===== config.mk =====
export PLATFORM = sky130hd
export DESIGN_NAME = fmpf_cell
export DESIGN_NICKNAME = d
export VERILOG_FILES = /design/src/fmpf_pkg.sv /design/src/fmpf_cell.sv
export VERILOG_INCLUDE_DIRS = /design/src /design/src/src
export SDC_FILE = /design/constraint.sdc
export NUM_CORES = 1
export LEC_CHECK = 0
export ABC_AREA = 1
export BUFFER_PORTS_ARGS = -buffer_cell sky130_fd_sc_hd__buf_2
export CELL_PAD_IN_SITES_DETAIL_PLACEMENT = 1
export CELL_PAD_IN_SITES_GLOBAL_PLACEMENT = 1
export CORE_MARGIN = 4
export CORE_UTILIZATION = 24
export CTS_BUF_LIST = sky130_fd_sc_hd__clkbuf_8
export DETAILED_ROUTE_END_ITERATION = 6
export GPL_ROUTABILITY_DRIVEN = 1
export PLACE_DENSITY_LB_ADDON = 0.2
export SETUP_SLACK_MARGIN = 0.05
export SLEW_MARGIN = 30
export SYNTH_ARGS = -nofsm -noshare
export SYNTH_HDL_FRONTEND = slang
export SYNTH_SLANG_ARGS = --single-unit

===== constraint.sdc =====
create_clock -name clock -period 1 [get_ports clock]
set_input_delay 0.25 -clock clock [delete_from_list [all_inputs] [get_ports clock]]
set_output_delay 0.25 -clock clock [all_outputs]
set_load 0.03 [all_outputs]

===== src/first_match_packet_filter_top_macros.svh =====
// Assertion macros shared by the packet filter RTL.
`ifndef FIRST_MATCH_PACKET_FILTER_TOP_MACROS_SVH
`define FIRST_MATCH_PACKET_FILTER_TOP_MACROS_SVH

`ifndef NO_ASSERTIONS

// Same-cycle implication, disabled during reset.
`define ASSERT_IMPLIES(label, clk, rst, ante, cons) \
   label: assert property (@(posedge clk) disable iff (rst) (ante) |-> (cons)) \
      else $error("assertion failed");

// Next-cycle implication, disabled during reset.
`define ASSERT_NEXT(label, clk, rst, ante, cons) \
   label: assert property (@(posedge clk) disable iff (rst) (ante) |=> (cons)) \
      else $error("assertion failed");

`else

`define ASSERT_IMPLIES(label, clk, rst, ante, cons)
`define ASSERT_NEXT(label, clk, rst, ante, cons)

`endif

`endif


===== src/fmpf_pkg.sv =====
`default_nettype none

package fmpf_pkg;

   localparam int RULES_PER_CHAIN = 64;
   localparam int CHAIN_NUM       = 3;
   localparam int TOTAL_RULES     = RULES_PER_CHAIN * CHAIN_NUM;
   localparam int ADDR_W          = $clog2(TOTAL_RULES);
   localparam int IDX_W           = $clog2(RULES_PER_CHAIN + 1);
   localparam int CHAIN_W         = 2;
   localparam int CSR_IDX_W       = 2;

   // request codes
   localparam logic [1:0] REQ_EVAL  = 2'd0;
   localparam logic [1:0] REQ_ADD   = 2'd1;
   localparam logic [1:0] REQ_FLUSH = 2'd2;
   localparam logic [1:0] REQ_BAD   = 2'd3;

   // status codes
   localparam logic [1:0] STS_OK      = 2'd0;
   localparam logic [1:0] STS_INVALID = 2'd1;
   localparam logic [1:0] STS_FULL    = 2'd2;

   // verdicts / rule actions
   localparam logic [1:0] VERDICT_ACCEPT = 2'd0;
   localparam logic [1:0] VERDICT_DROP   = 2'd1;
   localparam logic [1:0] VERDICT_REJECT = 2'd2;
   localparam logic [1:0] ACT_INVALID    = 2'd3;

   localparam logic [7:0]  PROTO_TCP  = 8'd6;
   localparam logic [7:0]  PROTO_UDP  = 8'd17;
   localparam logic [15:0] MIN_IP_LEN = 16'd20;

   typedef struct packed {
      logic [1:0]  req_type;
      logic [1:0]  chain;
      logic [1:0]  action;
      logic [7:0]  protocol;
      logic [31:0] src_ip;
      logic [31:0] src_netmask;
      logic [31:0] dst_ip;
      logic [31:0] dst_netmask;
      logic [15:0] port_low;
      logic [15:0] port_high;
      logic [15:0] pkt_len;
      logic [3:0]  header_words;
   } req_item_type;

   typedef struct packed {
      logic [1:0]  status;
      logic [1:0]  verdict;
      logic [6:0]  rule_index;
      logic [6:0]  rules_in_chain;
      logic [31:0] hit_packets;
      logic [47:0] hit_bytes;
   } rsp_item_type;

   // one stored rule
   typedef struct packed {
      logic [31:0] src_ip;
      logic [31:0] src_netmask;
      logic [31:0] dst_ip;
      logic [31:0] dst_netmask;
      logic [15:0] port_low;
      logic [15:0] port_high;
      logic [1:0]  action;
      logic [7:0]  protocol;
   } rule_type;

   // hit counters of one rule
   typedef struct packed {
      logic [31:0] pkts;
      logic [47:0] bytes;
   } cnt_type;

   localparam int RULE_W = $bits(rule_type);
   localparam int CNT_W  = $bits(cnt_type);

   // update command broadcast to the chain cells
   typedef struct packed {
      logic               fill_we;
      logic [CHAIN_W-1:0] chain;
      logic [IDX_W-1:0]   fill;
      logic               pol_we;
      logic [CSR_IDX_W-1:0] pol_idx;
      logic               policy;
   } cell_cmd_type;

   // lookup result passed along the cell row
   typedef struct packed {
      logic [IDX_W-1:0] fill;
      logic             policy;
   } chain_info_type;

   typedef enum logic [1:0] {
      S_IDLE,
      S_EXEC,
      S_SCAN,
      S_RESP
   } fsm_state_type;

endpackage

`default_nettype wire


===== src/fmpf_cell.sv =====
`default_nettype none
`include "first_match_packet_filter_top_macros.svh"

module fmpf_cell
   import fmpf_pkg::*;
(
   input  wire logic               clock,
   input  wire logic               reset,
   input  wire logic [CHAIN_W-1:0] cell_id,
   input  wire cell_cmd_type       cmd,
   input  wire logic [CHAIN_W-1:0] sel_chain,
   input  wire chain_info_type     info_in,
   output      chain_info_type     info_out
);

   logic [IDX_W-1:0] fill_ff, fill_in;
   logic             policy_ff, policy_in;

   // per-chain fill and policy updates
   always_comb begin
      fill_in   = fill_ff;
      policy_in = policy_ff;
      if (cmd.fill_we && cmd.chain == cell_id) begin
         fill_in = cmd.fill;
      end
      if (cmd.pol_we && CHAIN_W'(cmd.pol_idx) == cell_id) begin
         policy_in = cmd.policy;
      end
   end

   always_ff @(posedge clock) begin
      if (reset) begin
         fill_ff   <= '0;
         policy_ff <= 1'b0;
      end else begin
         fill_ff   <= fill_in;
         policy_ff <= policy_in;
      end
   end

   // lookup: replace the neighbor's value when this cell is addressed
   always_comb begin
      info_out = info_in;
      if (sel_chain == cell_id) begin
         info_out.fill   = fill_ff;
         info_out.policy = policy_ff;
      end
   end

   `ASSERT_IMPLIES(a_fill_range, clock, reset, 1'b1, fill_ff <= IDX_W'(RULES_PER_CHAIN))

endmodule

`default_nettype wire


==> summary.txt <==
Status = complete, but fails checks
Failing checks = setup timing
Drt first pass iters = 2
Max H-tree Level = 1
Detailed Place HPWL = 1.374 mm
Critical Path AT = 1.02 ns
Final Hold Vio Count = 0
Syn avg cell area = 5.943 µm²
CP Launch Point = cell_id[0]
GR Overflow Total = 0
CP startpoint kind = input port
Worst skew pair latency = 0.22 ns
Fillcell total = 298
Initial antenna violation count = 0
Worst path required time = 0.75 ns
Worst Slack Setup Final = -0.2742 ns
F_max = 784.8 MHz
Hold WC Path Type = input port to flip-flop
Avg WL per Cell = 10.65 µm
Vias per cell = 4.299
Die Y-Extent = 56.76 µm
DRT Wirelength = 1.779 mm
Tmin final = 1.274 ns
Fin nets = 169
Sequential share of the synthesized area = 28.07%
Ys flop type = dfxtp_1
Max-slew violation count = 0
Worst slew margin = 82.87%
Ys async rst share = 0%
Number of synthesized flops with an enable pin = 0
Hold Crit Start = cmd[10]
Power, Total = 1.235 mW
# IOs = 36
Routability Congestion = 0.7068
Pin count of the biggest net entering global routing = 9
CTS tree = done
CTS sink cnt = 8
Post-Syn Instances = 96
GR peak layer = met2
Clk_skew = 0 ns
Final setup vio count = 8
Synth area leader = dfxtp_1
Yosys reg bits = 8
Grt met3 use = 2.529%
Core Box Area = 0.002233 mm²
PD cells = 1139 mW/mm²
Hold Buf Count CTS = 0
Top cell type's share of synthesized area = 28.07%
Beginning of the worst register-to-register path = policy_ff
Worst slack at placement = -0.3870 ns
DRC Markers = 0
Synthesized cell area = 570.5 µm²
Placement row count = 17
Synth cell types = 12
Yosys warnings = 0
Final Cycle Share = 127.4%
Synth top area cells = dfxtp_1, nand2_1, nand3_1
Most frequent cell after synthesis = nand2_1
Unrepaired setup endpoints after global routing = yes
Max Root-Sink Buffers = 2
Met2 GRT Util = 20.79%
Initial core utilization = 25.55%
Share of layout cells above drive strength 1 = 56.83%
Crit-path max FO = 8
Worst-path clk slew = 0.04 ns
First-pass GRT wire length = 3.180 mm
Die ar. = 0.003221 mm²
Area growth syn-to-layout = 90.13%
Synth Net Count = 124
Critical path class = input port to output pin
Die width = 56.76 µm
Antenna cells = 0
I/O Buffers = 35
Post-synth top cells = nand2_1, nand3_1, nor2_1, inv_1, dfxtp_1
Number of global-route vias before repair = 759
Iteration-0 DRC Markers = 14
Max-Cap Viols = 0
Slew @ Worst Pin = 0.2566 ns
CTS Root Cell = clkbuf_8
TritonCTS buffer count = 3
Total number of vias = 718
Leakage Power = 0.5620 nW
GRT Total Usage = 12.17%
Post-DRT Antenna Nets = 0
Worst ir drop on vdd = 0.5792 mV
GR Layer Usage met1 = 14.66%
Setup crit end kind = output pin
worst max-delay path, stage by stage:
cell	delay (ns)
buf_12	0.11
xnor2_4	0.24
nand2_4	0.14
nand2_2	0.09
nand2_2	0.05
buf_6	0.13
repair_timing:
| item | in CTS | in global routing |
|---|---|---|
| endpoints found under the setup margin | 9 | 12 |
| resized for setup | 34 | 13 |
| gates cloned | 2 | 0 |
| buffers inserted | 0 | 1 |
| pin swaps | 11 | 17 |
final cells by class:
| type | instances | area, µm² | area share [%] |
|---|---|---|---|
| clock buffer | 3 | 41.29 | 3.806 |
| inverter | 15 | 56.30 | 5.190 |
| sequential | 8 | 160.2 | 14.76 |
| tap | 28 | 35.03 | 3.230 |
| timing repair buffer | 38 | 302.8 | 27.91 |
| multi-input combinational | 75 | 489.2 | 45.10 |
logic make-up after synthesis:
kind of cell / synth area share (%)
simple gates: 53.95
buf+inv: 9.869
flops: 28.07
compound gates: 0.8764
xor+xnor: 7.237
final timing paths:
| check | depth (start not counted) | to | slack [ns] |
|---|---|---|---|
| max | 6 | info_out[2] | -0.27 |
| max reg2reg | 2 | policy_ff | 0.41 |
| min | 5 | fill_ff[6] | 0.33 |
| min reg2reg | 2 | fill_ff[5] | 0.48 |
layout by cell type, fill, tap and decap left out, drive strengths merged:
master,count
a21oi,1
nand2,33
buf,38
inv,15
clkbuf,3
nand3,17
dfxtp,8
nor2,19
xnor2,5
state kept, by name, summed over array words and instances, names as in the netlist:
signal and count:
policy_ff 1, fill_ff 7
metrics by stage:
step | hold WS, ns | util, % | TNS, ns | area [µm²] | std cells
2_1_floorplan | 0.4522 | - | -0.4312 | 613.1 | 96
3_3_place_gp | 0.4719 | 37.54 | -3.990 | 838.3 | 161
3_5_place_dp | 0.4827 | 37.54 | -4.242 | 838.3 | 161
4_1_cts | 0.3488 | 45.49 | -2.359 | 1016 | 166
5_1_grt | 0.3664 | 48.57 | -2.621 | 1085 | 167
6_report | 0.3331 | 48.57 | -2.139 | 1085 | 167
report_power, final:
part	internal [mW]	switching, mW
clock network	0.260	0.113
logic	0.234	0.272
registers	0.343	0.0124
routing by layer:
metal  routed length (µm)  part of all wire [%]  up-vias
li1                     -                     -      384
met1                  730                    41      304
met2                  890                    50       28
met3                  136                   7.6        2
met4                   21                   1.2        0
met5                    0                     0        -
No activity file was read; power rests on OpenSTA's default activity.
