`src/first_match_packet_filter_top_macros.svh`:
```
// Assertion macros shared by the packet filter RTL.
`ifndef FIRST_MATCH_PACKET_FILTER_TOP_MACROS_SVH
`define FIRST_MATCH_PACKET_FILTER_TOP_MACROS_SVH

`ifndef NO_ASSERTIONS

// Same-cycle implication, disabled during reset.
`define ASSERT_IMPLIES(label, clk, rst, ante, cons) \
   label: assert property (@(posedge clk) disable iff (rst) (ante) |-> (cons)) \
      else $error("assertion failed");

// Next-cycle implication, disabled during reset.
`define ASSERT_NEXT(label, clk, rst, ante, cons) \
   label: assert property (@(posedge clk) disable iff (rst) (ante) |=> (cons)) \
      else $error("assertion failed");

`else

`define ASSERT_IMPLIES(label, clk, rst, ante, cons)
`define ASSERT_NEXT(label, clk, rst, ante, cons)

`endif

`endif

```
`src/fmpf_ram.sv`:
```
`default_nettype none

module fmpf_ram #(
   parameter int WIDTH = 8,
   parameter int DEPTH = 16
) (
   input  wire logic                     clock,
   input  wire logic                     we,
   input  wire logic [$clog2(DEPTH)-1:0] waddr,
   input  wire logic [WIDTH-1:0]         wdata,
   input  wire logic                     re,
   input  wire logic [$clog2(DEPTH)-1:0] raddr,
   output      logic [WIDTH-1:0]         rdata
);

   logic [WIDTH-1:0] mem_ff [DEPTH];
   logic [WIDTH-1:0] rdata_ff;

   always_ff @(posedge clock) begin
      if (we) begin
         mem_ff[waddr] <= wdata;
      end
      if (re) begin
         rdata_ff <= mem_ff[raddr];
      end
   end

   assign rdata = rdata_ff;

endmodule

`default_nettype wire

```
`config.mk`:
```
export PLATFORM = sky130hd
export DESIGN_NAME = fmpf_ram
export DESIGN_NICKNAME = d
export VERILOG_FILES = /design/src/first_match_packet_filter_top_macros.svh /design/src/fmpf_ram.sv
export SDC_FILE = /design/constraint.sdc
export NUM_CORES = 1
export LEC_CHECK = 0
export BUFFER_PORTS_ARGS = -buffer_cell sky130_fd_sc_hd__clkbuf_2
export CAP_MARGIN = 20
export CORE_MARGIN = 2
export CORE_UTILIZATION = 54
export DETAILED_ROUTE_END_ITERATION = 10
export PLACE_DENSITY = 0.82
export SYNTH_ARGS = -nofsm -noshare
export SYNTH_HDL_FRONTEND = slang
export SYNTH_SLANG_ARGS = --single-unit
```
`constraint.sdc`:
```
create_clock -name clock -period 2 [get_ports clock]
set_input_delay 0.4 -clock clock [delete_from_list [all_inputs] [get_ports clock]]
set_output_delay 0.4 -clock clock [all_outputs]
set_load 0.01 [all_outputs]
```
==> load_flow_metrics.sql, run 1 <==
INSERT INTO impl_metrics (metric_group, metric, value, unit) VALUES
('floorplanning', 'num_rows', '35', ''),
('placed_design', 'gp_routability_congestion', '0.818', ''),
('floorplanning', 'die_area', '10500', 'um^2'),
('sta', 'maxSlewViolCount', '0', ''),
('sta', 'slew_headroom', '0.736', ''),
('critical_path', 'timing.critical_path.from', 'mem_ff[5][1]', ''),
('floorplanning', 'initial_core_util', '0.560', ''),
('clocking', 'cts_made_buffers', '17', ''),
('grt', 'pin_count_of_the_biggest_net_entering_global_routing', '33', ''),
('critical_path', 'reg2reg_from', 'mem_ff[5][1]', ''),
('sta', 'finalCriticalPeriod', '1.58', 'ns'),
('route', 'post-route-drc-count', '0', ''),
('floorplanning', 'io-pin-count', '27', ''),
('grt', 'antenna_violations_before_repair', '0', ''),
('pwr', 'power_per_cell_area', '1100', 'nW/um^2'),
('sta', 'clock-skew-final', '0.00994', 'ns'),
('sta', 'timing.fmax', '631', 'MHz'),
('synthesis', 'post_synth_main_area_contributors', 'sky130_fd_sc_hd__edfxtp_1 78%, sky130_fd_sc_hd__mux4_2 7.8%, sky130_fd_sc_hd__mux4_1 7.0%', ''),
('hold_path', 'min_to', 'mem_ff[7][2]', ''),
('critical_path', 'setup.worst_path.class', 'register to register', ''),
('synthesis', 'synth_async_sr_flop_share', '0', ''),
('pwr', 'peakVddDrop', '0.811', 'mV'),
('clocking', 'cts_sink_count', '136', ''),
('route', 'wire_per_inst', '24.1', 'um'),
('grt', 'grt_util_all_layers', '0.220', ''),
('placed_design', 'dp_hpwl', '6.03', 'mm'),
('critical_path', 'worstPathArrival', '1.84', 'ns'),
('pwr', 'total_power', '0.00685', 'W'),
('clocking', 'clk_root_buf', 'sky130_fd_sc_hd__clkbuf_8', ''),
('cells_and_area', 'area.sequential', '4080', 'um^2'),
('grt', 'first_pass_grt_wire_length', '15.5', 'mm'),
('sta', 'worst-slew-pin-transition', '0.397', 'ns'),
('sta', 'setup_repair_after_global_routing_missed_its_margin', 'no', ''),
('route', 'firstDrtPassIters', '4', ''),
('cells_and_area', 'multi_input_area', '1060', 'um^2'),
('clocking', 'postCtsSetupRepairBufs', '0', ''),
('clocking', 'clkSlewWorstSetupHoldPaths', '0.06', 'ns'),
('synthesis', 'synth_edf_count', '136', ''),
('clocking', 'clkLatencyLatePin', '0.52', 'ns'),
('hold_path', 'min-delay-path-class', 'primary input to register', ''),
('synthesis', 'yosys_register_bits', '136', ''),
('cells_and_area', 'syn2layout_area_growth', '19.7', '%'),
('critical_path', 'worstSetupPathDepth', '3', ''),
('synthesis', 'synth.most_common_cell', 'sky130_fd_sc_hd__edfxtp_1', ''),
('floorplanning', 'chipHeight', '102', 'um'),
('synthesis', 'synth.yosys.seq_area_share', '0.781', ''),
('pwr', 'leakage_power_summed_over_all_cells', '2.14', 'nW'),
('clocking', 'tritoncts_clock_tree', 'yes', ''),
('synthesis', 'synth-main-ff-cell', 'sky130_fd_sc_hd__edfxtp_1', ''),
('floorplanning', 'die_w', '102', 'um'),
('critical_path', 'reg2reg_depth', '3', ''),
('route', 'drt.antenna.violating_nets', '0', ''),
('outcome', 'status', 'finished clean', ''),
('placed_design', 'io_buffer_count', '26', ''),
('synthesis', 'synth_top_cells_by_count', '136 x sky130_fd_sc_hd__edfxtp_1, 18 x sky130_fd_sc_hd__mux4_2, 16 x sky130_fd_sc_hd__a22oi_1, 14 x sky130_fd_sc_hd__mux4_1, 13 x sky130_fd_sc_hd__nor2_1', ''),
('critical_path', 'critPathCaptureType', 'register', ''),
('critical_path', 'worst_r2r_endpoint', 'rdata[1]', ''),
('critical_path', 'ff2ff_setup_slack', '0.42', 'ns'),
('sta', 'number_of_setup_violations_in_the_final_report', '0', ''),
('synthesis', 'synth_cells', '229', ''),
('route', 'wirelength', '10.3', 'mm'),
('synthesis', 'synth_largest_area_cell', 'sky130_fd_sc_hd__edfxtp_1', ''),
('cells_and_area', 'final.fill_count', '565', ''),
('cells_and_area', 'final_nets', '304', ''),
('critical_path', 'timing.critical_path.from_type', 'register', ''),
('clocking', 'ctsLongestPathBuffers', '2', ''),
('critical_path', 'timing.critical_path.slowest_stage_cell', 'sky130_fd_sc_hd__mux4_1', ''),
('critical_path', 'critical_path.cell_chain', 'mux4_1 -> a22oi_1 -> nand2_1', ''),
('critical_path', 'max_stage_delay', '0.59', 'ns'),
('synthesis', 'mean_cell_area_of_the_mapped_netlist', '22.8', 'um^2'),
('critical_path', 'timing.critical_path.fanout_max', '1', '');
==> report_power, final <==
part	switching, W	total, W	internal, W
Clock	0.00117	0.00332	0.00215
Combinational	0.000171	0.000298	0.000128
Sequential	0.0000206	0.00323	0.00321
Total	0.00136	0.00685	0.00549
==> layer usage <==
metal  wire, um  vias to the layer above  track usage
met3        803                       12       0.0677
met1       4080                     1317        0.298
met5          0                        -            0
li1           -                     1096            -
met2       5270                      140        0.342
met4        129                        0       0.0862
==> sequential cells by signal, indices dropped and copies added (netlist names) <==
register and count:
mem_ff 128, rdata 8
==> metrics by stage <==
stage	setup slack, ns	std cells	utilization	instance area, um^2	hold WS, ns
after global placement	0.0843	395	0.602	5620	0.735
after CTS	0.416	427	0.671	6250	0.279
final	0.416	427	0.671	6250	0.307
after global routing	0.352	427	0.671	6250	0.308
after detailed placement	0.0546	395	0.602	5620	0.745
after floorplan	0.107	229	-	5230	0.499
==> final cells by class <==
| class | instances | area share |
|---|---|---|
| Sequential cell | 136 | 0.653 |
| Multi-Input combinational cell | 83 | 0.169 |
| Tap cell | 129 | 0.0258 |
| Clock inverter | 15 | 0.0360 |
| Clock buffer | 17 | 0.0662 |
| Timing Repair Buffer | 47 | 0.0500 |
==> how the worst max path moves through the flow <==
stage,end,slack [ns]
2_1_floorplan,mem_ff[0][0],0.11
3_3_place_gp,rdata[3],0.08
3_5_place_dp,rdata[5],0.05
4_1_cts,rdata[1],0.42
5_1_grt,rdata[1],0.35
6_report,rdata[1],0.42
==> cell families (layout without fill, tap and decap cells) <==
group | after synthesis | count (layout) | share of synthesized area
mux | 32 | 32 | 0.148
flops | 136 | 136 | 0.781
simple gates | 35 | 35 | 0.0314
buf+inv | 10 | 79 | 0.0165
compound gates | 16 | 16 | 0.0230
==> placed cells by master, fill, tap and decap left out <==
cell type	count
sky130_fd_sc_hd__edfxtp_1	136
sky130_fd_sc_hd__clkbuf_2	26
sky130_fd_sc_hd__buf_4	19
sky130_fd_sc_hd__mux4_2	18
sky130_fd_sc_hd__a22oi_1	16
sky130_fd_sc_hd__clkbuf_16	16
sky130_fd_sc_hd__mux4_1	14
sky130_fd_sc_hd__nor2_1	13
sky130_fd_sc_hd__nand2_1	9
sky130_fd_sc_hd__bufinv_16	5
sky130_fd_sc_hd__nor3_1	4
sky130_fd_sc_hd__clkinv_4	3
sky130_fd_sc_hd__clkinvlp_4	3
sky130_fd_sc_hd__nand3b_1	2
sky130_fd_sc_hd__nand2b_1	2
sky130_fd_sc_hd__inv_6	2
sky130_fd_sc_hd__buf_12	2
sky130_fd_sc_hd__nor2b_1	1
sky130_fd_sc_hd__and2_1	1
sky130_fd_sc_hd__and2b_1	1
sky130_fd_sc_hd__nand3_1	1
sky130_fd_sc_hd__or3b_2	1
sky130_fd_sc_hd__clkbuf_8	1
sky130_fd_sc_hd__clkinv_2	1
sky130_fd_sc_hd__clkinv_1	1
No activity file was read; power rests on OpenSTA's default activity.
==> run 2: changes to the inputs <==
==> constraint.sdc (replaced) <==
create_clock -name clock -period 1.43 [get_ports clock]
set_input_delay 0.286 -clock clock [delete_from_list [all_inputs] [get_ports clock]]
set_output_delay 0.286 -clock clock [all_outputs]
set_load 0.01 [all_outputs]
==> run 2 against run 1 <==
Against the previous run:
- flip-flop and latch count is the same
- worst setup slack got worse by 0.41 ns
- highest routed layer unchanged
- clock skew is 0.0019 ns lower
==> load_flow_metrics.sql, run 2 (synthesis results as in run 1) <==
INSERT INTO impl_metrics (metric_group, metric, value, unit) VALUES
('floorplanning', 'die_w', '102', 'um'),
('hold_path', 'hold_crit_depth', '1', ''),
('critical_path', 'worstSetupPathDepth', '3', ''),
('sta', 'number_of_setup_violations_in_the_final_report', '0', ''),
('clocking', 'number_of_buffers_inserted_by_hold_repair_at_cts', '0', ''),
('clocking', 'htreeDepth', '4', ''),
('critical_path', 'path_delay_family', 'multiplexers', ''),
('sta', 'slew_headroom', '0.341', ''),
('critical_path', 'worstPathArrival', '1.67', 'ns'),
('clocking', 'cts_sink_count', '136', ''),
('sta', 'finalCriticalPeriod', '1.43', 'ns'),
('route', 'post-route-drc-count', '0', ''),
('route', 'drt.antenna.violating_nets', '0', ''),
('hold_path', 'min-delay-path-class', 'primary input to register', ''),
('sta', 'worst_hold_slack', '0.188', 'ns'),
('critical_path', 'critical_path_required', '1.67', 'ns'),
('grt', 'grt_util_all_layers', '0.202', ''),
('critical_path', 'timing.critical_path.from_type', 'register', ''),
('sta', 'setup_total_neg_slack', '0', 'ns'),
('placed_design', 'dp_hpwl', '5.96', 'mm'),
('clocking', 'clkLatencyLatePin', '0.50', 'ns'),
('critical_path', 'max_stage_delay', '0.53', 'ns'),
('sta', 'setup_repair_after_global_routing_missed_its_margin', 'yes', ''),
('clocking', 'tritoncts_clock_tree', 'yes', ''),
('cells_and_area', 'area.sequential', '4080', 'um^2'),
('route', 'route.detailed.vias_per_inst', '5.79', ''),
('route', 'wirelength', '9.70', 'mm'),
('pwr', 'power_per_cell_area', '1460', 'nW/um^2'),
('critical_path', 'cp_num_buf_inv', '0', ''),
('outcome', 'status', 'finished clean', ''),
('clocking', 'postCtsSetupRepairBufs', '0', ''),
('floorplanning', 'io-pin-count', '27', ''),
('floorplanning', 'num_rows', '35', ''),
('critical_path', 'timing.critical_path.slowest_stage_cell', 'sky130_fd_sc_hd__mux4_1', ''),
('grt', 'first_pass_grt_wire_length', '14.6', 'mm'),
('route', 'firstDrtPassIters', '4', ''),
('route', 'first_iter_violations', '215', ''),
('floorplanning', 'die_area', '10500', 'um^2'),
('sta', 'worst-slew-pin-transition', '0.986', 'ns'),
('grt', 'antenna_violations_before_repair', '0', ''),
('grt', 'grt_pass1_vias', '2603', ''),
('floorplanning', 'initial_core_util', '0.560', ''),
('critical_path', 'timing.critical_path.fanout_max', '1', ''),
('sta', 'layout_worst_path_cycle_share', '0.998', ''),
('grt', 'pin_count_of_the_biggest_net_entering_global_routing', '29', ''),
('critical_path', 'setup.worst_path.class', 'register to register', ''),
('route', 'wire_per_inst', '22.6', 'um'),
('sta', 'maxSlewViolCount', '0', ''),
('floorplanning', 'placeableCoreArea', '9330', 'um^2'),
('sta', 'hold_viol_final', '0', ''),
('pwr', 'peakVddDrop', '0.630', 'mV'),
('pwr', 'leakage_power_summed_over_all_cells', '2.07', 'nW'),
('critical_path', 'critPathCaptureType', 'register', ''),
('cells_and_area', 'syn2layout_area_growth', '19.6', '%'),
('critical_path', 'reg2reg_depth', '3', ''),
('clocking', 'clk_root_buf', 'sky130_fd_sc_hd__clkbuf_8', ''),
('placed_design', 'io_buffer_count', '26', ''),
('cells_and_area', 'multi_input_area', '1080', 'um^2'),
('grt', 'globalRouteOverflowTotal', '0', ''),
('cells_and_area', 'final_nets', '307', ''),
('clocking', 'cts_made_buffers', '17', ''),
('cells_and_area', 'largest-register', 'mem_ff', ''),
('clocking', 'ctsLongestPathBuffers', '2', ''),
('critical_path', 'critical_path.cell_chain', 'mux4_1 -> a22oi_2 -> nand2_1', ''),
('cells_and_area', 'drive_above_1_share', '0.417', ''),
('cells_and_area', 'diodes', '0', ''),
('sta', 'timing.fmax', '700', 'MHz'),
('placed_design', 'gp_routability_congestion', '0.715', ''),
('route', 'num_vias', '2486', ''),
('clocking', 'clkSlewWorstSetupHoldPaths', '0.06', 'ns'),
('pwr', 'total_power', '0.00911', 'W'),
('cells_and_area', 'final.fill_count', '590', ''),
('cells_and_area', 'largest_register_ffs', '128', ''),
('run', 'drv.max_cap_violation_count', '0', ''),
('cells_and_area', 'layout.cells.most_common', 'sky130_fd_sc_hd__edfxtp_1', ''),
('floorplanning', 'chipHeight', '102', 'um'),
('cells_and_area', 'mostFrequentLayoutCells', '136 x sky130_fd_sc_hd__edfxtp_1, 31 x sky130_fd_sc_hd__mux4_2, 26 x sky130_fd_sc_hd__clkbuf_2', ''),
('sta', 'clock-skew-final', '0.00806', 'ns');
[run 2: cell count changes in the layout (fill, tap and decap cells not counted), sizes merged]
cell,previous run,this run
clkinvlp,3,4
inv,2,0
clkinv,5,7
buf,21,24
bufinv,5,3
[run 2: repair_timing]
item                       CTS  global route
pin swaps                    1             1
gates resized for setup      2            10
setup endpoints to repair    2             8
[run 2: worst paths after layout]
kind	slack, ns	startpoint	to
max reg2reg	0.002	mem_ff[1][0]	rdata[0]
min reg2reg	0.76	mem_ff[6][5]	rdata[5]
min	0.19	re	rdata[1]
max	0.002	mem_ff[1][0]	rdata[0]
[run 2: worst register-to-register path, cell delays in order, from the launching register on]
cell	delay, ns
sky130_fd_sc_hd__edfxtp_1	0.34
sky130_fd_sc_hd__mux4_1	0.53
sky130_fd_sc_hd__a22oi_2	0.23
sky130_fd_sc_hd__nand2_1	0.07
[run 2: metrics by stage]
| stage | instance area, um^2 | util | cells | setup WS (ns) |
|---|---|---|---|---|
| after floorplan | 5230 | - | 229 | -0.122 |
| final | 6250 | 0.670 | 429 | 0.00232 |
| after global placement | 5620 | 0.602 | 398 | -0.343 |
| after detailed placement | 5620 | 0.602 | 398 | -0.406 |
| after global routing | 6250 | 0.670 | 429 | -0.0392 |
| after CTS | 6200 | 0.665 | 429 | 0.00891 |
[run 2: final cells by class]
type,count,area share
multi-input combinational,83,0.173
sequential,136,0.653
tap,129,0.0258
clock inverter,14,0.0254
clock buffer,17,0.0663
timing repair buffer,50,0.0557
[run 2: power breakdown]
| group | total [W] | internal (W) | switching (W) |
|---|---|---|---|
| Sequential | 0.00452 | 0.00449 | 0.0000272 |
| Combinational | 0.000455 | 0.000202 | 0.000253 |
| Clock | 0.00414 | 0.00262 | 0.00151 |
[run 2: metal layers]
layer | track usage | wire (um) | vias to the layer above
li1 | - | - | 1087
met1 | 0.274 | 3820 | 1277
met2 | 0.331 | 5000 | 118
met3 | 0.0492 | 833 | 4
met4 | 0.0605 | 51 | 0
met5 | 0 | 0 | -
